[config.mk]
export PLATFORM = sky130hd
export DESIGN_NAME = rocdf_queue
export DESIGN_NICKNAME = d
export VERILOG_FILES = /design/src/rtl/core/rocdf_pkg.sv /design/src/rtl/core/rocdf_queue.sv
export SDC_FILE = /design/constraint.sdc
export NUM_CORES = 1
export LEC_CHECK = 0
export BUFFER_PORTS_ARGS = -buffer_cell sky130_fd_sc_hd__buf_2
export CAP_MARGIN = 20
export CORE_MARGIN = 10
export CORE_UTILIZATION = 30
export CTS_CLUSTER_DIAMETER = 100
export DETAILED_ROUTE_END_ITERATION = 6
export SLEW_MARGIN = 0
export SYNTH_ARGS = -nofsm -noshare
export SYNTH_HDL_FRONTEND = slang
export SYNTH_SLANG_ARGS = --single-unit
export TNS_END_PERCENT = 50
[constraint.sdc]
create_clock -name clock -period 3.9 [get_ports clock]
set_clock_uncertainty 0.2 [all_clocks]
set_input_delay 0.39 -clock clock [delete_from_list [all_inputs] [get_ports clock]]
set_output_delay 0.39 -clock clock [all_outputs]
set_load 0.01 [all_outputs]
[src/rtl/core/rocdf_pkg.sv]
package rocdf_pkg;

   localparam int VALUE_BITS_DEFAULT = 32;
   localparam int TIME_BITS_DEFAULT  = 32;
   localparam int RATE_BITS          = 32;
   localparam int MODE_BITS          = 2;
   localparam int CSR_INDEX_BITS     = 2;
   localparam int CSR_DATA_BITS      = 32;
   localparam int QUEUE_DEPTH        = 2;
   localparam int CLASS_BITS         = 2;

   localparam logic [CSR_INDEX_BITS-1:0] CSR_MAX_RATE = 2'd0;
   localparam logic [CSR_INDEX_BITS-1:0] CSR_MIN_RATE = 2'd1;
   localparam logic [CSR_INDEX_BITS-1:0] CSR_MODE     = 2'd2;

   localparam logic [MODE_BITS-1:0] MODE_LEFT   = 2'd0;
   localparam logic [MODE_BITS-1:0] MODE_RIGHT  = 2'd1;
   localparam logic [MODE_BITS-1:0] MODE_BOTH   = 2'd2;
   localparam logic [MODE_BITS-1:0] MODE_EITHER = 2'd3;

   // How the front end classified a sample before handing it to the back end.
   typedef enum logic [CLASS_BITS-1:0] {
      CLS_FIRST  = 2'd0,
      CLS_SECOND = 2'd1,
      CLS_NORMAL = 2'd2,
      CLS_FLUSH  = 2'd3
   } item_class_type;

   typedef struct packed {
      logic signed [RATE_BITS-1:0] max_rate;
      logic signed [RATE_BITS-1:0] min_rate;
      logic [MODE_BITS-1:0]        mode;
   } cfg_type;

   typedef struct packed {
      logic full;
      logic empty;
   } queue_status_type;

   // Combine the left and right limit checks according to the filter mode.
   function automatic logic combine_checks(input logic [MODE_BITS-1:0] mode,
                                           input logic left_bad,
                                           input logic right_bad,
                                           input logic has_next);
      logic result;
      case (mode)
         MODE_LEFT:   result = left_bad;
         MODE_RIGHT:  result = has_next & right_bad;
         MODE_BOTH:   result = has_next ? (left_bad & right_bad) : left_bad;
         MODE_EITHER: result = has_next ? (left_bad | right_bad) : left_bad;
         default:     result = left_bad;
      endcase
      return result;
   endfunction

endpackage

[src/rtl/core/rocdf_queue.sv]
module rocdf_queue
   import rocdf_pkg::*;
#(
   parameter int WIDTH = 8,
   parameter int DEPTH = QUEUE_DEPTH
) (
   input  logic             clock,
   input  logic             reset,
   input  logic             push,
   input  logic [WIDTH-1:0] push_data,
   input  logic             pop,
   output logic [WIDTH-1:0] pop_data,
   output queue_status_type status
);
   localparam int IDX_BITS   = (DEPTH > 1) ? $clog2(DEPTH) : 1;
   localparam int COUNT_BITS = $clog2(DEPTH + 1);

   logic [WIDTH-1:0]      entry_ff [DEPTH];
   logic [IDX_BITS-1:0]   wr_ptr_ff, wr_ptr_in;
   logic [IDX_BITS-1:0]   rd_ptr_ff, rd_ptr_in;
   logic [COUNT_BITS-1:0] count_ff, count_in;

   assign status.full  = (count_ff == COUNT_BITS'(DEPTH));
   assign status.empty = (count_ff == '0);
   assign pop_data     = entry_ff[rd_ptr_ff];

   always_comb begin
      wr_ptr_in = wr_ptr_ff;
      rd_ptr_in = rd_ptr_ff;
      count_in  = count_ff;
      if (push) begin
         wr_ptr_in = (wr_ptr_ff == IDX_BITS'(DEPTH - 1)) ? '0 : wr_ptr_ff + 1'b1;
      end
      if (pop) begin
         rd_ptr_in = (rd_ptr_ff == IDX_BITS'(DEPTH - 1)) ? '0 : rd_ptr_ff + 1'b1;
      end
      if (push && !pop) begin
         count_in = count_ff + 1'b1;
      end else if (pop && !push) begin
         count_in = count_ff - 1'b1;
      end
   end

   always_ff @(posedge clock) begin
      if (reset) begin
         wr_ptr_ff <= '0;
         rd_ptr_ff <= '0;
         count_ff  <= '0;
      end else begin
         wr_ptr_ff <= wr_ptr_in;
         rd_ptr_ff <= rd_ptr_in;
         count_ff  <= count_in;
      end
   end

   always_ff @(posedge clock) begin
      if (push) begin
         entry_ff[wr_ptr_ff] <= push_data;
      end
   end
endmodule

# After elaboration in Yosys (flattened, before gate mapping)
# Memories as Yosys holds them, arrays and structs flattened. A register that Yosys moved wholly into a read port is not among the register bits.
# Cells that the tools add are included.
[word_totals]
regBits = 4
mem_bits_rw = 16
input_bits = 12
out_inout_bits = 10
word_cells = 23
memories = 1
[mem_list]
columns = ["name", "words", "width", "read_ports", "rd_clocked_by_memory_dff", "wr", "line", "source"]
rows = [
  ["entry_ff", 2, 8, 1, 1, 1, "rocdf_queue.sv:18", "logic [WIDTH-1:0] entry_ff [DEPTH];"],
]
[op_classes]
n_addsub = 4
n_eq_ne = 1
muxes = 8
reduce_logical = 6
[op_table]
columns = ["operator", "n"]
rows = [
  ["$mux 1", 6],
  ["$mux 2", 2],
  ["$add 1x1->1 const B", 2],
  ["$add 2x1->2 const B", 1],
  ["$eq 2x2->1 const B", 1],
  ["$logic_and 1x1->1", 2],
  ["$logic_not 1->1", 2],
  ["$logic_not 2->1", 1],
  ["$reduce_bool 2->1", 1],
  ["$sub 2x1->2 const B", 1],
]

# Logic depth before layout (Yosys ltp)
# Gate-level depths: netlist of the first run.
[depth]
depth_word = 4
ltp_mapped = 5
depth_no_buf = 5

# Worst setup path after synthesis of the first run
# OpenSTA, ideal clock, no wires.
[synth_path]
path_type = "input-to-reg"
from = "input pop"
to = "register count_ff[1]"
setup_ns = 0.070
arrival_time_ns = 1.164
t_required_ns = 3.630
setup_slack_ns = 2.466
path_stages = 4
path_buffers = 0
cell_sequence = "inv_1 > ha_1 > or3_1 > a21oi_1"
[synth_between]
elab_chain_len = 3
elab_cells_between_ends = 5
classes_between = "mux (1); reduce/logical (4)"
[synth_lines]
columns = ["item", "line", "source"]
rows = [
  ["start: declaration", "rocdf_queue.sv:11", "input logic pop,"],
  ["$logic_not 1->1", "rocdf_queue.sv:37", "if (push && !pop) begin"],
  ["$logic_and 1x1->1", "rocdf_queue.sv:37", ""],
  ["$mux 2 or $reduce_bool 2->1 (tied branches)", "--", ""],
  ["end signal: assignment", "rocdf_queue.sv:52", "count_ff <= count_in;"],
  ["end: declaration", "rocdf_queue.sv:21", "logic [COUNT_BITS-1:0] count_ff, count_in;"],
]
# Several ways; a longest one is shown, not always the timed one.
# A chain may end at the register's enable or synchronous reset.

==> results of run 1 <==
[per-layer routing]
layer / part of all wire (%) / GRT usage [%]
met5: 0 / 0
met2: 46 / 8.90
met4: 2.8 / 3.87
met3: 7.8 / 2.65
met1: 44 / 5.64
[synth_stat cells, types with 2 or more instances]
library cell  number
xnor2_1            2
xor2_1             2
dfxtp_1            5
mux2_2             8
nor2_1             5
edfxtp_1          16
[stage by stage]
stage / worst slack (ns) / std cells
3_5_place_dp: 2.27 / 97
3_3_place_gp: 2.28 / 97
6_report: 1.96 / 101
2_1_floorplan: 2.47 / 47
5_1_grt: 1.86 / 101
4_1_cts: 1.93 / 101
[critical path: cells and delay by family, from the launching register on]
family                 cells  cell delay (ns)
muxes                      1             0.38
buffers and inverters      1             0.14
DFF                        1             0.54
[path summary, 6_finish.rpt]
kind,startpoint,endpoint,slack (ns)
worst max-delay path,register,pop_data[7],1.96
worst min-delay path,push_data[2],entry_ff[1][2],0.08
worst max register to register,wr_ptr_ff,entry_ff[0][7],2.49
worst min register to register,count_ff[1],count_ff[1],0.31
[power by group]
part	leakage, nW	switching (mW)	internal, mW
Combinational	0.166	0.0282	0.0307
Clock	0.0150	0.0566	0.0397
Sequential	0.192	0.00914	0.258
Total	0.373	0.0939	0.329
[cells in the final DEF, fill, tap and decap left out]
master    count
dfxtp_1       5
nor2_1        5
buf_2        21
a21oi_1       1
xnor2_1       2
xor2_1        2
inv_1         1
o21ai_0       1
and2_1        1
or3_1         1
nor2b_1       1
clkbuf_4      3
and2b_2       1
ha_1          1
edfxtp_1     16
mux2_2        8
clkbuf_1      1
[registers in the layout, indices dropped and copies added, names as in the netlist, named ones only]
signal and cells:
entry_ff 16, wr_ptr_ff 1, rd_ptr_ff 1, count_ff 2
[final cells by class]
type	instances	area, sq um
Sequential cell	21	581
Multi-Input combinational cell	24	194
Inverter	1	3.75
Clock buffer	4	26.3
Fill cell	256	1530
Timing Repair Buffer	21	105
Tap cell	30	37.5
[logic make-up (layout without fill, tap and decap cells)]
kind of cell    after synthesis  in the layout
compound gates                2              2
xor+xnor                      4              4
fa+ha+maj                     1              1
mux                           8              8
buf+inv                       2             26
flops                        21             21
simple gates                  9              9
==> flow_metrics.tcl, run 1 <==
set metrics [dict create \
    status "finished clean" \
    cts-root-buf "clkbuf_4" \
    whs_path_depth 1 \
    post-route-drc-count 0 \
    critPathMaxStageDelay_ns 0.54 \
    grt_pass1_vias 504 \
    io_pins 22 \
    design.core.area_sq_um 2480 \
    synth_area_sq_um 783 \
    fin_setup_tns_ns 0 \
    cts_buffers 3 \
    cts_tree "yes" \
    yosys.area_share.simple_pct 5.91 \
    initial_core_util_pct 31.6 \
    area_growth_pct 20.9 \
    slew_viol_final 0 \
    reg2reg_depth 1 \
    ys_ff_latch 21 \
    cts_buffer_depth 2 \
    clk_latency_ns 0.29 \
    overflow 0 \
    power_uw 423 \
    ir_worst_vdd_uv 253 \
    routed_wl_um 1300 \
    path_cells "mux2_2, buf_2" \
    synth-edff-count 16 \
    relSlewSlack_pct 57.5 \
    dr.pass1.iters 2 \
    worstSetupPathType "reg2out" \
    fp-row-count 18 \
    hpwl_um 986 \
    leakage_nw 0.373 \
    die_w_um 71.1 \
    vias 435 \
    ys.flop_type "edfxtp_1" \
    syn_area_per_cell_sq_um 16.7 \
    path_clk_slew_ns 0.10 \
    seq_area_frac_synth_pct 74.1 \
    dieArea_sq_um 5050 \
    synth_compound_area_share_pct 1.28 \
    diodes 0 \
    cp.required_ns 3.31 \
    synthDominantCellAreaShare_pct 61.3 \
    hold_viol 0 \
    grt_max_degree 12 \
    antenna_left 0 \
    syn_inst 47 \
    crit_arrival_ns 1.35 \
    cp_slowest_cell "dfxtp_1" \
    fmax_mhz 517 \
    place_congestion 0.642 \
    post-route-cell-area_sq_um 947 \
    post-route-util_pct 38.2 \
    synthTopCellsByArea "edfxtp_1 (61%), dfxtp_1 (13%), mux2_2 (12%)" \
    async_reset_ff_share_pct 0 \
    ys_warn_count 0 \
    yosysTopAreaCell "edfxtp_1" \
    synth_nets 60 \
    synth_fa_ha_area_share_pct 1.60 \
    placed_area_sq_um 921 \
    worst_setup_path_start_kind "register" \
    synth.area.mux_share_pct 11.5 \
    cts_setup_buffers 0 \
    synth_top_family_by_area "multiplexers" \
    min_path_type "in2reg" \
    antenna_found_initial 0 \
    ys_types 15 \
    die_h_um 71.1 \
    wire_per_inst_um 12.8 \
    maxCapViolations 0 \
    first_iter_violations 3 \
    cts_resized 0 \
    finalCritPeriodShare_pct 49.6 \
    period_needed_ns 1.94 \
    holdBufCountCts 0 \
    cp-end-kind "output port" \
    rsz0062_at_grt "false" \
    io_buffers 21 \
    critPathMaxFanout 8 \
    h-tree-depth 1 \
    tightestPinTransition_ns 0.636 \
    post_drt_via_cell_ratio 4.31 \
    drive_gt1_share_pct 46.5 \
    p_per_area_nw_per_um2 446 \
    setup_viol_count_final 0 \
    holdWs_ns 0.0801 \
    grt_usage_pct 5.57 \
    final_nets 85 \
    cts_num_sinks 21 \
    grt_pass1_wl_um 2210 \
    synthXorXnorAreaFrac_pct 4.47 \
]
(Power assumes the default switching activity.)
==> inputs of run 2 (changes only) <==
Clock period 3.9 ns to 1.6 ns, I/O delays scaled along.
==> run 2 against run 1 <==
Compared with the run above:
- sequential cell count unchanged
- critical path depth stayed put
- count of clock-buffer cells in the layout stayed put
- critical path type unchanged
- cell area grew 14%
- die area did not move
- final cell count grew 13%
==> flow_metrics.tcl, run 2 (same netlist as run 1, synthesis figures left out) <==
set metrics [dict create \
    power_mw 1.06 \
    cts-root-buf "clkbuf_4" \
    overflow 0 \
    rsz0062_at_grt "true" \
    relSlewSlack_pct 75.0 \
    placed_area_sq_um 936 \
    whs_path_depth 4 \
    antenna_left 0 \
    final_common_cell "buf_2" \
    hold_viol 0 \
    ir_worst_vdd_uv 439 \
    reg_top3 "entry_ff x16, count_ff x2" \
    grt_pass1_wl_um 2300 \
    min_path_type "in2reg" \
    cts_num_sinks 21 \
    status "finished clean" \
    regMostFlops "entry_ff" \
    tightestPinTransition_ns 0.375 \
    first_iter_violations 9 \
    critPathMaxStageDelay_ns 0.42 \
    grt_usage_pct 5.61 \
    crit_arrival_ns 1.19 \
    post-route-drc-count 0 \
    post-route-cell-area_sq_um 1080 \
    die_h_um 71.1 \
    r2r-start "wr_ptr_ff" \
    area_growth_pct 37.4 \
    cts_buffer_depth 2 \
    dieArea_sq_um 5050 \
    grt_max_degree 12 \
    path_clk_slew_ns 0.10 \
    design.core.area_sq_um 2480 \
    cp-end-kind "output port" \
    final_nets 98 \
    clk_latency_ns 0.28 \
    cp.required_ns 1.24 \
    hpwl_um 1040 \
    largest_reg_flops 16 \
    fp-row-count 18 \
    period_needed_ns 1.55 \
    wire_per_inst_um 12.0 \
    dr.pass1.iters 4 \
    antenna_found_initial 0 \
    routed_wl_um 1370 \
    io_pins 22 \
    leakage_nw 0.429 \
    path_cells "mux2_2, buf_2" \
    p_per_area_nw_per_um2 985 \
    die_w_um 71.1 \
    worstHoldEndpoint "count_ff[0]" \
    cts_setup_buffers 0 \
    post-route-util_pct 43.4 \
    min_from "push" \
    post_drt_via_cell_ratio 4.25 \
    io_buffers 21 \
    critPathMaxFanout 8 \
    vias 485 \
    h-tree-depth 1 \
    drive_gt1_share_pct 42.9 \
    grt_pass1_vias 528 \
    post-place-ws_ns 0.184 \
    reg2reg_depth 1 \
    reg2reg_to "entry_ff[1][0]" \
    fin_ws_ns 0.0529 \
    worstSetupPathType "reg2out" \
    layout_common_cells "buf_2 (21), edfxtp_1 (16), dlygate4sd3_1 (11)" \
    maxCapViolations 0 \
    cts_tree "yes" \
    diodes 0 \
    place_congestion 0.645 \
    rrSetupSlack_ns 0.33 \
    cts_buffers 3 \
    fmax_mhz 646 \
    slew_viol_final 0 \
    setup_viol_count_final 0 \
    cp_slowest_cell "dfxtp_4" \
    finalCritPeriodShare_pct 96.7 \
    initial_core_util_pct 31.6 \
    worst_setup_path_start_kind "register" \
]
[run 2: cell count changes in the layout (fill, tap and decap cells not counted)]
cell | previous run | this run
dfxtp_1 | 5 | 4
dlygate4sd3_1 | 0 | 11
buf_4 | 0 | 2
dfxtp_4 | 0 | 1
[run 2: worst max-delay path by stage]
stage               slack (ns)      start  cells past startpoint              to
floorplan                 0.31  wr_ptr_ff                      1  entry_ff[0][0]
global placement          0.20   register                      2     pop_data[2]
detailed placement        0.18   register                      2     pop_data[2]
CTS                       0.03   register                      2     pop_data[2]
global route             -0.03   register                      2     pop_data[7]
finish                    0.05   register                      2     pop_data[7]
[run 2: per-stage QoR]
step	instances	setup TNS (ns)	hold WS, ns
finish	114	0	0.136
CTS	114	0	0.133
detailed placement	99	0	0.154
global placement	99	0	0.151
floorplan	47	0	0.0291
global route	114	-0.192	0.159
[run 2: area by class of cell]
class                      instances  area, sq um
inverter                           1         3.75
clock buffer                       4         26.3
tap                               30         37.5
sequential                        21          584
timing repair buffer              34          230
multi-input combinational         24          194
fill                             250         1400
[run 2: timing repair]
item,in CTS,in global routing
cloned,0,0
endpoints found under the setup margin,8,8
hold buffers,11,0
endpoints found under the hold margin,21,0
resized for setup,2,0
[run 2: layer usage]
| metal | part of all wire, % | track usage [%] |
|---|---|---|
| met1 | 41 | 5.75 |
| met2 | 48 | 9.10 |
| met3 | 9.6 | 3.21 |
| met4 | 1.2 | 2.58 |
| met5 | 0 | 0 |
[run 2: critical path: cells and delay by family (launching register included)]
family	cells	cell delay, ns
buf+inv	1	0.14
flops	1	0.42
mux	1	0.34
[run 2: where the power goes]
part           total [mW]  internal [mW]  switching (mW)
combinational       0.171         0.0976          0.0735
sequential          0.653          0.630          0.0231
clock               0.236         0.0967           0.139
