==> src/rtl/core/rocdf_pkg.sv <==
package rocdf_pkg;

   localparam int VALUE_BITS_DEFAULT = 32;
   localparam int TIME_BITS_DEFAULT  = 32;
   localparam int RATE_BITS          = 32;
   localparam int MODE_BITS          = 2;
   localparam int CSR_INDEX_BITS     = 2;
   localparam int CSR_DATA_BITS      = 32;
   localparam int QUEUE_DEPTH        = 2;
   localparam int CLASS_BITS         = 2;

   localparam logic [CSR_INDEX_BITS-1:0] CSR_MAX_RATE = 2'd0;
   localparam logic [CSR_INDEX_BITS-1:0] CSR_MIN_RATE = 2'd1;
   localparam logic [CSR_INDEX_BITS-1:0] CSR_MODE     = 2'd2;

   localparam logic [MODE_BITS-1:0] MODE_LEFT   = 2'd0;
   localparam logic [MODE_BITS-1:0] MODE_RIGHT  = 2'd1;
   localparam logic [MODE_BITS-1:0] MODE_BOTH   = 2'd2;
   localparam logic [MODE_BITS-1:0] MODE_EITHER = 2'd3;

   // How the front end classified a sample before handing it to the back end.
   typedef enum logic [CLASS_BITS-1:0] {
      CLS_FIRST  = 2'd0,
      CLS_SECOND = 2'd1,
      CLS_NORMAL = 2'd2,
      CLS_FLUSH  = 2'd3
   } item_class_type;

   typedef struct packed {
      logic signed [RATE_BITS-1:0] max_rate;
      logic signed [RATE_BITS-1:0] min_rate;
      logic [MODE_BITS-1:0]        mode;
   } cfg_type;

   typedef struct packed {
      logic full;
      logic empty;
   } queue_status_type;

   // Combine the left and right limit checks according to the filter mode.
   function automatic logic combine_checks(input logic [MODE_BITS-1:0] mode,
                                           input logic left_bad,
                                           input logic right_bad,
                                           input logic has_next);
      logic result;
      case (mode)
         MODE_LEFT:   result = left_bad;
         MODE_RIGHT:  result = has_next & right_bad;
         MODE_BOTH:   result = has_next ? (left_bad & right_bad) : left_bad;
         MODE_EITHER: result = has_next ? (left_bad | right_bad) : left_bad;
         default:     result = left_bad;
      endcase
      return result;
   endfunction

endpackage

==> src/rtl/core/rocdf_if.sv <==
interface rocdf_req_if
   import rocdf_pkg::*;
#(
   parameter int VALUE_BITS = VALUE_BITS_DEFAULT,
   parameter int TIME_BITS  = TIME_BITS_DEFAULT
) ();
   logic                         valid;
   logic                         ready;
   logic signed [VALUE_BITS-1:0] sample_value;
   logic [TIME_BITS-1:0]         sample_time;
   logic                         present;
   logic                         end_of_series;

   modport source (output valid, output sample_value, output sample_time,
                   output present, output end_of_series, input ready);
   modport sink   (input valid, input sample_value, input sample_time,
                   input present, input end_of_series, output ready);
endinterface


==> src/rtl/core/rocdf_front.sv <==
module rocdf_front
   import rocdf_pkg::*;
#(
   parameter int VALUE_BITS = VALUE_BITS_DEFAULT,
   parameter int TIME_BITS  = TIME_BITS_DEFAULT,
   localparam int ENTRY_BITS = CLASS_BITS + 2 * VALUE_BITS + 2 * TIME_BITS + 2
) (
   input  logic                  clock,
   input  logic                  reset,
   rocdf_req_if.sink             req_chan,
   input  queue_status_type      queue_status,
   output logic                  push,
   output logic [ENTRY_BITS-1:0] push_data
);
   typedef struct packed {
      item_class_type               cls;
      logic signed [VALUE_BITS-1:0] value;
      logic [TIME_BITS-1:0]         stamp;
      logic signed [VALUE_BITS:0]   delta_value;
      logic signed [TIME_BITS:0]    delta_time;
   } entry_type;

   logic started_ff, started_in;
   logic pending_ff, pending_in;
   logic signed [VALUE_BITS-1:0] prev_value_ff;
   logic [TIME_BITS-1:0]         prev_time_ff;
   logic     accept;
   logic     take_sample;
   entry_type entry;

   assign req_chan.ready = !queue_status.full;
   assign accept         = req_chan.valid && req_chan.ready;
   assign take_sample    = accept && !req_chan.end_of_series && req_chan.present;

   // The step to the previous present sample does not depend on any
   // decision, so it is formed here; the back end forms only the steps to the kept sample.
   always_comb begin
      entry.value       = req_chan.sample_value;
      entry.stamp       = req_chan.sample_time;
      entry.delta_value = (VALUE_BITS + 1)'(req_chan.sample_value)
                          - (VALUE_BITS + 1)'(prev_value_ff);
      entry.delta_time  = $signed({1'b0, req_chan.sample_time})
                          - $signed({1'b0, prev_time_ff});
      started_in = started_ff;
      pending_in = pending_ff;
      push       = 1'b0;
      entry.cls  = CLS_NORMAL;
      if (accept) begin
         if (req_chan.end_of_series) begin
            entry.cls  = CLS_FLUSH;
            push       = pending_ff;
            started_in = 1'b0;
            pending_in = 1'b0;
         end else if (req_chan.present) begin
            push = 1'b1;
            if (pending_ff) begin
               entry.cls = CLS_NORMAL;
            end else if (started_ff) begin
               entry.cls  = CLS_SECOND;
               pending_in = 1'b1;
            end else begin
               entry.cls  = CLS_FIRST;
               started_in = 1'b1;
            end
         end
      end
   end

   assign push_data = entry;

   always_ff @(posedge clock) begin
      if (reset) begin
         started_ff <= 1'b0;
         pending_ff <= 1'b0;
      end else begin
         started_ff <= started_in;
         pending_ff <= pending_in;
      end
   end

   always_ff @(posedge clock) begin
      if (take_sample) begin
         prev_value_ff <= req_chan.sample_value;
         prev_time_ff  <= req_chan.sample_time;
      end
   end
endmodule

==> src/flat_wrapper.sv <==
// flat-port wrapper written by rule: the top's interface ports become plain ports
module rocdf_front_flat import rocdf_pkg::*;
#(
   parameter int VALUE_BITS = VALUE_BITS_DEFAULT,
   parameter int TIME_BITS  = TIME_BITS_DEFAULT,
   localparam int ENTRY_BITS = CLASS_BITS + 2 * VALUE_BITS + 2 * TIME_BITS + 2
)
  (clock, reset, queue_status, push, push_data, req_chan_valid, req_chan_sample_value, req_chan_sample_time, req_chan_present, req_chan_end_of_series, req_chan_ready);
  rocdf_req_if #(.VALUE_BITS(VALUE_BITS), .TIME_BITS(TIME_BITS)) req_chan_i ();
  input  logic clock;
  input  logic reset;
  input  queue_status_type queue_status;
  output logic push;
  output logic [ENTRY_BITS-1:0] push_data;
  input wire logic [$bits(req_chan_i.valid)-1:0] req_chan_valid;
  input wire logic [$bits(req_chan_i.sample_value)-1:0] req_chan_sample_value;
  input wire logic [$bits(req_chan_i.sample_time)-1:0] req_chan_sample_time;
  input wire logic [$bits(req_chan_i.present)-1:0] req_chan_present;
  input wire logic [$bits(req_chan_i.end_of_series)-1:0] req_chan_end_of_series;
  output wire logic [$bits(req_chan_i.ready)-1:0] req_chan_ready;
  assign req_chan_i.valid = req_chan_valid;
  assign req_chan_i.sample_value = req_chan_sample_value;
  assign req_chan_i.sample_time = req_chan_sample_time;
  assign req_chan_i.present = req_chan_present;
  assign req_chan_i.end_of_series = req_chan_end_of_series;
  assign req_chan_ready = req_chan_i.ready;
  rocdf_front #(.VALUE_BITS(VALUE_BITS), .TIME_BITS(TIME_BITS)) u_core (.clock(clock), .reset(reset), .req_chan(req_chan_i), .queue_status(queue_status), .push(push), .push_data(push_data));
endmodule
==> config.mk <==
export PLATFORM = sky130hd
export DESIGN_NAME = rocdf_front_flat
export DESIGN_NICKNAME = d
export VERILOG_FILES = /design/src/rtl/core/rocdf_pkg.sv /design/src/rtl/core/rocdf_if.sv /design/src/rtl/core/rocdf_front.sv /design/src/flat_wrapper.sv
export SDC_FILE = /design/constraint.sdc
export NUM_CORES = 1
export LEC_CHECK = 0
export BUFFER_PORTS_ARGS = -buffer_cell sky130_fd_sc_hd__buf_4
export CORE_MARGIN = 1
export CORE_UTILIZATION = 52
export DETAILED_ROUTE_END_ITERATION = 8
export MAX_ROUTING_LAYER = met4
export PLACE_DENSITY = 0.82
export SLEW_MARGIN = 20
export SYNTH_ARGS = -nofsm -noshare
export SYNTH_HDL_FRONTEND = slang
export SYNTH_SLANG_ARGS = --single-unit
==> constraint.sdc <==
create_clock -name clock -period 5.1 [get_ports clock]
set_input_delay 1.02 -clock clock [delete_from_list [all_inputs] [get_ports clock]]
set_output_delay 1.02 -clock clock [all_outputs]
set_load 0.01 [all_outputs]
## Word level (Yosys, flattened, before mapping)

Cells that the tools add are included.

| operators by class | value |
|---|---|
| add/sub/neg operators | 2 |
| multiply operators | 0 |
| divide/modulo/power cells | 0 |
| magnitude comparators | 0 |
| equal/unequal tests | 1 |
| shift-type cells | 0 |
| muxes and demuxes | 15 |
| bitwise logic cells | 0 |
| reductions and logical operators | 8 |

Operators with widths:

| cell | number |
|---|---|
| $sub 32x32->33 | 2 |
| $mux 1 | 11 |
| $mux 2 | 4 |
| $logic_and 1x1->1 | 3 |
| $reduce_and 3->1 | 1 |
| $logic_not 1->1 | 2 |
| $ne 2x2->1 const B | 1 |
| $reduce_and 2->1 | 1 |
| $reduce_bool 2->1 | 1 |

| storage, ports and cells | value |
|---|---|
| bits in registers | 66 |
| latch bits | 0 |
| bits in writable memories | 0 |
| bits in read-only memories | 0 |
| bits of input ports | 71 |
| output and inout port bits | 134 |
| logic and storage cells | 30 |
| memories kept | 0 |

## Logic depth before layout (Yosys ltp)

Gate-level depths: netlist (run 1).

| depth | value |
|---|---|
| depth after elaboration | 5 |
| depth in mapped cells | 12 |
| mapped depth without buffers | 12 |

## Worst setup path after synthesis (run 1)

Ideal clock, no wire load.

| timing path | value |
|---|---|
| path type | input to register |
| start | input req_chan_valid |
| end | register u_core.prev_time_ff[0] (enable) |
| library setup time | 0.486 ns |
| arrival time | 4.089 ns |
| data required time | 4.614 ns |
| path slack | 0.524 ns |
| cell stages on the path | 3 |
| buffers on the path | 0 |
| cells stage by stage | nor2b_1 > nand2_1 > nor2_1 |

| on the way | value |
|---|---|
| cells in the longest elaborated chain, start to end | 3 |

RTL lines:

| element | RTL line | RTL |
|---|---|---|
| start: declaration | flat_wrapper.sv:15 | `input wire logic [$bits(req_chan_i.valid)-1:0] req_chan_valid;` |
| $logic_and 1x1->1 | rocdf_front.sv:32 | `assign accept = req_chan.valid && req_chan.ready;` |
| $logic_and 1x1->1 (2 in a row) | rocdf_front.sv:33 | `assign take_sample = accept && !req_chan.end_of_series && req_chan.present;` |
| named net u_core.take_sample | rocdf_front.sv:28 | `logic take_sample;` |
| end signal: assignment | rocdf_front.sv:84 | `prev_time_ff <= req_chan.sample_time;` |
| end: declaration | rocdf_front.sv:26 | `logic [TIME_BITS-1:0] prev_time_ff;` |

The timed path passes the listed nets, and every way through them passes these cells.
A chain may end at the register's enable or synchronous reset.

## Worst setup path in the final report (run 1)

| timing path | value |
|---|---|
| start | input req_chan_sample_value[0] |
| end | output push_data[63] |

| on the way | value |
|---|---|
| cells in the longest elaborated chain, start to end | 1 |

RTL lines:

| element | RTL line | RTL |
|---|---|---|
| start: declaration | flat_wrapper.sv:16 | `input wire logic [$bits(req_chan_i.sample_value)-1:0] req_chan_sample_value;` |
| $sub 32x32->33 | rocdf_front.sv:41 | `- (VALUE_BITS + 1)'(prev_value_ff);` |
| end: declaration | flat_wrapper.sv:14 | `output logic [ENTRY_BITS-1:0] push_data;` |

No other way between the ends.

==> flow_summary_export.csv, run 1 <==
group,metric,value,unit
status,status,"finished clean",
timing,slew_headroom,42.9,%
placed_design,place_congestion,0.902,
placed_design,dp_slack,400,ps
synth,synthTopCellsByArea,"edfxtp_1 32%, ha_1 13%, buf_4 8.1%",
hold_path,min_path_type,"reg -> reg",
route,drtPass1Iterations,5,
clocking,cts_hold_buf,0,
global_routing,antenna_found_initial,0,
timing,post-route-period-util,93.2,%
global_routing,grt_pass1_vias,4826,
global_routing,grt_max_degree,65,
job,cap_violations,0,
route,drtIter0Drc,222,
floorplanning,die_x,109,um
floorplanning,rows,38,
timing,fin_setup_tns,0,ps
floorplanning,num_io_pins,205,
placed_design,dpl_cell_area,7140,sq um
route,wl_per_cell,14.6,um
global_routing,grt_pass1_wl,21700,um
route,wirelength,13700,um
synth,async_reset_ff_share,0,%
placed_design,hpwl,10500,um
setup_path,critical_path.startpoint_type,"input port",
synth,postSynth.topFlopCell,"edfxtp_1",
timing,report.final.setup_viol,0,
setup_path,arrival,3730,ps
clocking,cts_htree_levels,3,
placed_design,portBuffers,203,
timing,worst_pin_slew,856,ps
global_routing,overflow,0,
route,vias,5103,
clocking,cts_tree,"yes",
timing,fmax,210,MHz
global_routing,grt_usage,23.9,%
timing,finalHoldViolCount,0,
synth,netlist_instances,651,
synth,yosysSeqAreaShare,33.0,%
setup_path,worst-setup-path-type,"in -> out",
layout,multi_input_area,3160,sq um
setup_path,critPathCaptureType,"output port",
synth,synth_cell_types,66,
clocking,clockBufferDepth,2,
timing,finalClockSkew,0.00483,ps
layout,ff_latch_area,1960,sq um
power,p_leak,3.50,nW
power,peakVddDrop,0.000200,V
timing,period_minus_slack,4750,ps
synth,ys_warn_count,0,
clocking,cts_buffers,9,
synth,synth-seq-cells,66,
synth,syn_nets,788,
synth,yosysTopAreaCellShare,32.3,%
layout,fill_cells,876,
timing,layout_setup_ws,348,ps
layout,final_cell_mix,"204 x buf_4, 84 x inv_1, 64 x ha_1, 64 x edfxtp_1, 63 x a21oi_1",
clocking,post_cts_buffers,0,
clocking,cts_resized,0,
floorplanning,core_area,11000,sq um
setup_path,cp_slowest_cell,"fa_1",
setup_path,crit_required,4080,ps
setup_path,crit_family,"compound AO/OA/AOI/OAI gates",
layout,layout-drive-gt1-share,29.7,%
layout,final_common_cell,"buf_4",
setup_path,cpMostUsedCell,"buf_4",
route,avgViaCountPerCell,5.43,
route,drc,0,
timing,rsz0062_at_grt,"no",
setup_path,path_cells,"buf_4 -> inv_1 -> ha_1 -> fa_1 -> nand2b_1 -> a21o_1 -> a31o_2 -> o21ai_2 -> a311oi_1 -> o211ai_2 -> nand4_2 -> a311o_1 -> xnor2_1 -> buf_4",
floorplanning,die_area,11900,sq um
layout,n_antenna_cell,0,
layout,layout.nets,933,
power,power_density,247,nW/um^2
setup_path,path_max_fanout,3,
setup_path,cp_num_buf_inv,3,
synth,avgSynthCellArea,9.14,sq um
clocking,insertion_delay,340,ps
synth,yosys.area.top_type,"edfxtp_1",
synth,synth_edf_count,64,
layout,design_area,7390,sq um
setup_path,slowest_delay,400,ps
floorplanning,start_util,54.2,%
clocking,cts.clk_slew.worst_paths,50,ps
synth,netlist_area,5950,sq um
clocking,cts_root_buf,"clkbuf_16",
floorplanning,die_h,109,um
clocking,clkSinkCount,66,
layout,syn2layout_area_growth,24.2,%
timing,drv_slew,0,
route,ant_nets,0,
-- flip-flops by register name, indices dropped and copies added, names as in the netlist --
name and cells:
u_core.pending_ff 1, u_core.prev_time_ff 32, u_core.prev_value_ff 32, u_core.started_ff 1
-- power breakdown --
| part | switching (W) | internal [W] |
|---|---|---|
| registers | 0.00000448 | 0.000614 |
| clock network | 0.000224 | 0.000322 |
| logic | 0.000338 | 0.000321 |
| total | 0.000567 | 0.00126 |
-- cells by family after synthesis --
kind of cell,Yosys count,share of synthesized area (%)
AO/OA/AOI/OAI,172,18.8
buffers and inverters,154,14.0
AND/OR/NAND/NOR,137,11.8
adder cells (fa/ha/maj),66,14.1
flip-flops,66,33.0
XOR/XNOR,55,8.10
multiplexers,1,0.168
-- per-stage QoR --
| step | instances | total power [W] | hold slack [ps] | utilization [%] |
|---|---|---|---|---|
| 5_1_grt | 939 | 0.00191 | 566 | 67.3 |
| 6_report | 939 | 0.00182 | 526 | 67.3 |
| 4_1_cts | 939 | 0.00183 | 529 | 67.3 |
| 2_1_floorplan | 651 | 0.00103 | 486 | - |
| 3_5_place_dp | 925 | 0.00128 | 516 | 65.0 |
| 3_3_place_gp | 925 | 0.00127 | 498 | 65.0 |
-- tightest hold or removal path: stages (launching register included) --
cell and delay (ps):
dfxtp_1 320, nor2_1 100, a211oi_1 50
-- Yosys cell counts (all sizes together), types with 3 or more instances --
master,number
nor2b,9
nand2b,11
xnor2,39
nand3,15
buf,68
o21ai,30
inv,84
o31a,3
xor2,16
a31oi,8
a211oi,7
nand4,10
nand2,38
o22ai,4
nor3,5
edfxtp,64
a21oi,67
a21o,17
o21a,10
and3,5
o211ai,6
a311oi,3
ha,64
nor2,33
-- metal layers --
layer / part of all wire, % / track usage (%) / wire, um
met5: 0 / - / 0
met4: 2.6 / 10.8 / 356
met3: 6.0 / 4.06 / 825
met2: 48 / 38.6 / 6620
met1: 43 / 29.3 / 5920
-- area by class of cell --
cell class              count  area share [%]
clock buffers              13            3.25
inverters                  84            4.27
repair buffers            204            20.7
well taps                 140            2.37
flip-flops and latches     66            26.6
clock inverters             1          0.0508
multi-input cells         431            42.8
-- final timing paths --
path	startpoint	endpoint	slack, ps	cells after the start
worst max-delay path	req_chan_sample_value[0]	push_data[63]	350	14
worst min-delay path	u_core.started_ff	u_core.started_ff	530	2
worst max register to register	u_core.pending_ff	u_core.started_ff	4310	3
worst min register to register	u_core.started_ff	u_core.started_ff	530	2
Note: power is estimated with default switching activity, not from simulation.
==> inputs of run 2 (changes only) <==
--- a/config.mk
+++ b/config.mk
@@ -5,12 +5,13 @@
 export SDC_FILE = /design/constraint.sdc
 export NUM_CORES = 1
 export LEC_CHECK = 0
+export ABC_AREA = 1
 export BUFFER_PORTS_ARGS = -buffer_cell sky130_fd_sc_hd__buf_4
 export CORE_MARGIN = 1
-export CORE_UTILIZATION = 52
+export CORE_UTILIZATION = 53
 export DETAILED_ROUTE_END_ITERATION = 8
 export MAX_ROUTING_LAYER = met4
-export PLACE_DENSITY = 0.82
+export PLACE_DENSITY = 0.8
 export SLEW_MARGIN = 20
 export SYNTH_ARGS = -nofsm -noshare
 export SYNTH_HDL_FRONTEND = slang
==> run 2 against run 1 <==
Core utilization is 1.3 points lower. Global-route usage rose by 3.2 points. Worst setup slack better by 900 ps. Register-to-register slack got worse by 60 ps. Critical path depth grew 2. Sequential power hardly changed. Cell area grew 25%. Sequential cell count is the same. Critical path type unchanged. Largest cell class unchanged. Largest power group unchanged.
==> flow_summary_export.csv, run 2 <==
group,metric,value,unit
status,status,"finished clean",
global_routing,grt.busiest_layer,"met2",
route,drc,0,
power,total_power,0.00200,W
route,wirelength,19100,um
timing,drv_slew,0,
power,comb_power_share,36.9,%
synth,netlist_area,7670,sq um
layout,ff_latch_area,1960,sq um
timing,report.final.setup_viol,0,
setup_path,cpMostUsedCell,"nand2_1",
layout,layout-drive-gt1-share,16.9,%
clocking,clockBufferDepth,2,
timing,post-route-period-util,75.5,%
placed_design,portBuffers,203,
timing,finalHoldViolCount,0,
setup_path,regToRegEndpoint,"u_core.started_ff",
setup_path,arrival,2830,ps
power,seq_power_share,30.9,%
power,power_switching,0.000679,W
synth,syn_nets,1391,
clocking,cts_buffers,9,
hold_path,min_path_type,"reg -> reg",
power,p_sw_share,34.0,%
synth,yosysSeqAreaShare,25.6,%
synth,synth_common_cells,"484 x nand2_1, 316 x inv_1, 87 x nor2_1",
synth,ys_warn_count,0,
route,drtIter0Drc,348,
synth,yosys.area.top_type,"edfxtp_1",
global_routing,met3_usage,3.58,%
timing,fin_setup_tns,0,ps
layout,final_cell_mix,"484 x nand2_1, 316 x inv_1, 204 x buf_4",
clocking,cts_root_buf,"clkbuf_16",
route,vias,7491,
route,avgViaCountPerCell,4.72,
timing,slew_headroom,42.8,%
hold_path,hold_start,"u_core.started_ff",
route,drtPass1Iterations,5,
route,wl_per_cell,12.0,um
setup_path,r2r_cells,4,
timing,fmax,260,MHz
floorplanning,die_x,122,um
clocking,post_cts_buffers,0,
power,peakVddDrop,0.000156,V
clocking,clkSinkCount,66,
floorplanning,rows,43,
setup_path,regToRegSetupSlack,4250,ps
setup_path,worst-setup-path-type,"in -> out",
synth,synthTopCellsByArea,"edfxtp_1 25%, nand2_1 24%, inv_1 15%",
layout,layout.nets,1540,
synth,netlist_instances,1254,
synth,yosysTopAreaCellShare,25.1,%
synth,synth_most_common_cell,"nand2_1",
timing,rsz0062_at_grt,"no",
floorplanning,start_util,54.8,%
setup_path,reg2reg_from,"u_core.pending_ff",
global_routing,grt_usage,27.1,%
setup_path,crit_required,4080,ps
setup_path,critical_path.startpoint_type,"input port",
synth,async_reset_ff_share,0,%
layout,n_antenna_cell,0,
setup_path,cp_slowest_cell,"fa_1",
power,internal_power,0.00132,W
clocking,insertion_delay,350,ps
route,ant_nets,0,
floorplanning,die_area,14900,sq um
floorplanning,die_h,122,um
placed_design,hpwl,15800,um
layout,multi_input_area,4030,sq um
timing,finalClockSkew,1.39,ps
global_routing,grt_pass1_vias,6947,
synth,avgSynthCellArea,6.11,sq um
global_routing,grt_max_degree,65,
synth,synth_edf_count,64,
floorplanning,num_io_pins,205,
power,p_leak,5.74,nW
clocking,cts_tree,"yes",
job,cap_violations,0,
synth,synth_cell_types,28,
global_routing,grt_pass1_wl,30800,um
placed_design,place_congestion,0.924,
clocking,cts_hold_buf,0,
hold_path,hold_depth,2,
layout,fill_cells,1402,
power,power_density,217,nW/um^2
layout,largest_registers,"u_core.prev_time_ff x32, u_core.prev_value_ff x32",
timing,period_minus_slack,3850,ps
synth,postSynth.topFlopCell,"edfxtp_1",
global_routing,grtUsageMet1,31.3,%
global_routing,antenna_found_initial,0,
setup_path,critPathCaptureType,"output port",
clocking,cts_htree_levels,3,
setup_path,slowest_delay,410,ps
global_routing,use_met2,48.1,%
floorplanning,core_area,14000,sq um
clocking,cts.clk_slew.worst_paths,50,ps
synth,synth-seq-cells,66,
clocking,cts_resized,0,
layout,final_common_cell,"nand2_1",
setup_path,path_cells,"buf_4 -> inv_1 -> ha_1 -> fa_1 -> inv_1 -> nand2_1 -> nand2_1 -> nand3_1 -> nand2_2 -> nand2_1 -> nand2_2 -> nand2_1 -> nand2_1 -> nand2_1 -> nand2_1 -> buf_4",
power,clockPowerShare,32.2,%
setup_path,path_max_fanout,3,
hold_path,hold_end,"u_core.started_ff",
global_routing,overflow,0,
timing,worst_pin_slew,858,ps
layout,syn2layout_area_growth,20.3,%
-- run 2: cell count changes in the layout (fill, tap and decap cells not counted), moves of 14 or more --
| cell | previous run | this run |
|---|---|---|
| nand2_1 | 38 | 484 |
| inv_1 | 84 | 316 |
| nor2_1 | 32 | 87 |
| xnor2_1 | 39 | 3 |
| nand3_1 | 15 | 48 |
| o21ai_0 | 24 | 2 |
| a21oi_1 | 63 | 44 |
| a21o_1 | 16 | 2 |
| nand2_2 | 0 | 14 |
-- run 2: area by class of cell --
type                    instances  area share, %
multi-input cells             806           43.7
flip-flops and latches         66           21.3
clock buffers                  13           2.71
repair buffers                204           16.6
well taps                     180           2.44
clock inverters                 3          0.434
inverters                     316           12.9
-- run 2: worst max-delay path, delay by kind of cell --
| family | cells | cell delay, ps |
|---|---|---|
| fa+ha+maj | 2 | 620 |
| buf+inv | 4 | 360 |
| simple gates | 10 | 850 |
-- run 2: worst max path at each step --
stage	from	end	slack (ps)	cells after the start
floorplan	queue_status[1]	push_data[131]	960	4
global placement	req_chan_sample_value[0]	push_data[57]	1280	16
detailed placement	req_chan_sample_value[0]	push_data[57]	1250	16
CTS	req_chan_sample_value[0]	push_data[57]	1250	16
global route	req_chan_sample_value[0]	push_data[57]	1120	16
finish	req_chan_sample_value[0]	push_data[57]	1250	16
-- run 2: cells by family after synthesis --
kind of cell	count (synthesis)	synth area share, %
and+or+nand+nor	657	34.3
buffers and inverters	382	22.0
adders and majority gates	66	11.0
DFF	66	25.6
AOI/OAI and AO/OA	54	3.84
xor gates and xnor gates	29	3.31
-- run 2: routing by layer --
layer / part of all wire, % / vias to the layer above
met5: 0 / -
met4: 1.8 / 0
met3: 5.0 / 21
met2: 50 / 205
met1: 44 / 3273
li1: - / 3992
-- run 2: stage by stage --
step	instance area, sq um	instances	hold WS, ps	setup slack (ps)	util, %
floorplan	7680	1254	447	963	-
global placement	8930	1572	460	1280	63.8
detailed placement	8930	1572	475	1250	63.8
CTS	9220	1588	484	1250	65.9
global route	9220	1588	503	1120	65.9
finish	9220	1588	485	1250	65.9
-- run 2: power groups by stage --
stage | combinational (W) | clock [W] | sequential (W)
after CTS | 0.000738 | 0.000648 | 0.000618
after detailed placement | 0.000734 | 0 | 0.000629
after global routing | 0.000822 | 0.000662 | 0.000619
after floorplan | 0.000454 | 0 | 0.000628
after global placement | 0.000726 | 0 | 0.000628
final | 0.000736 | 0.000644 | 0.000617
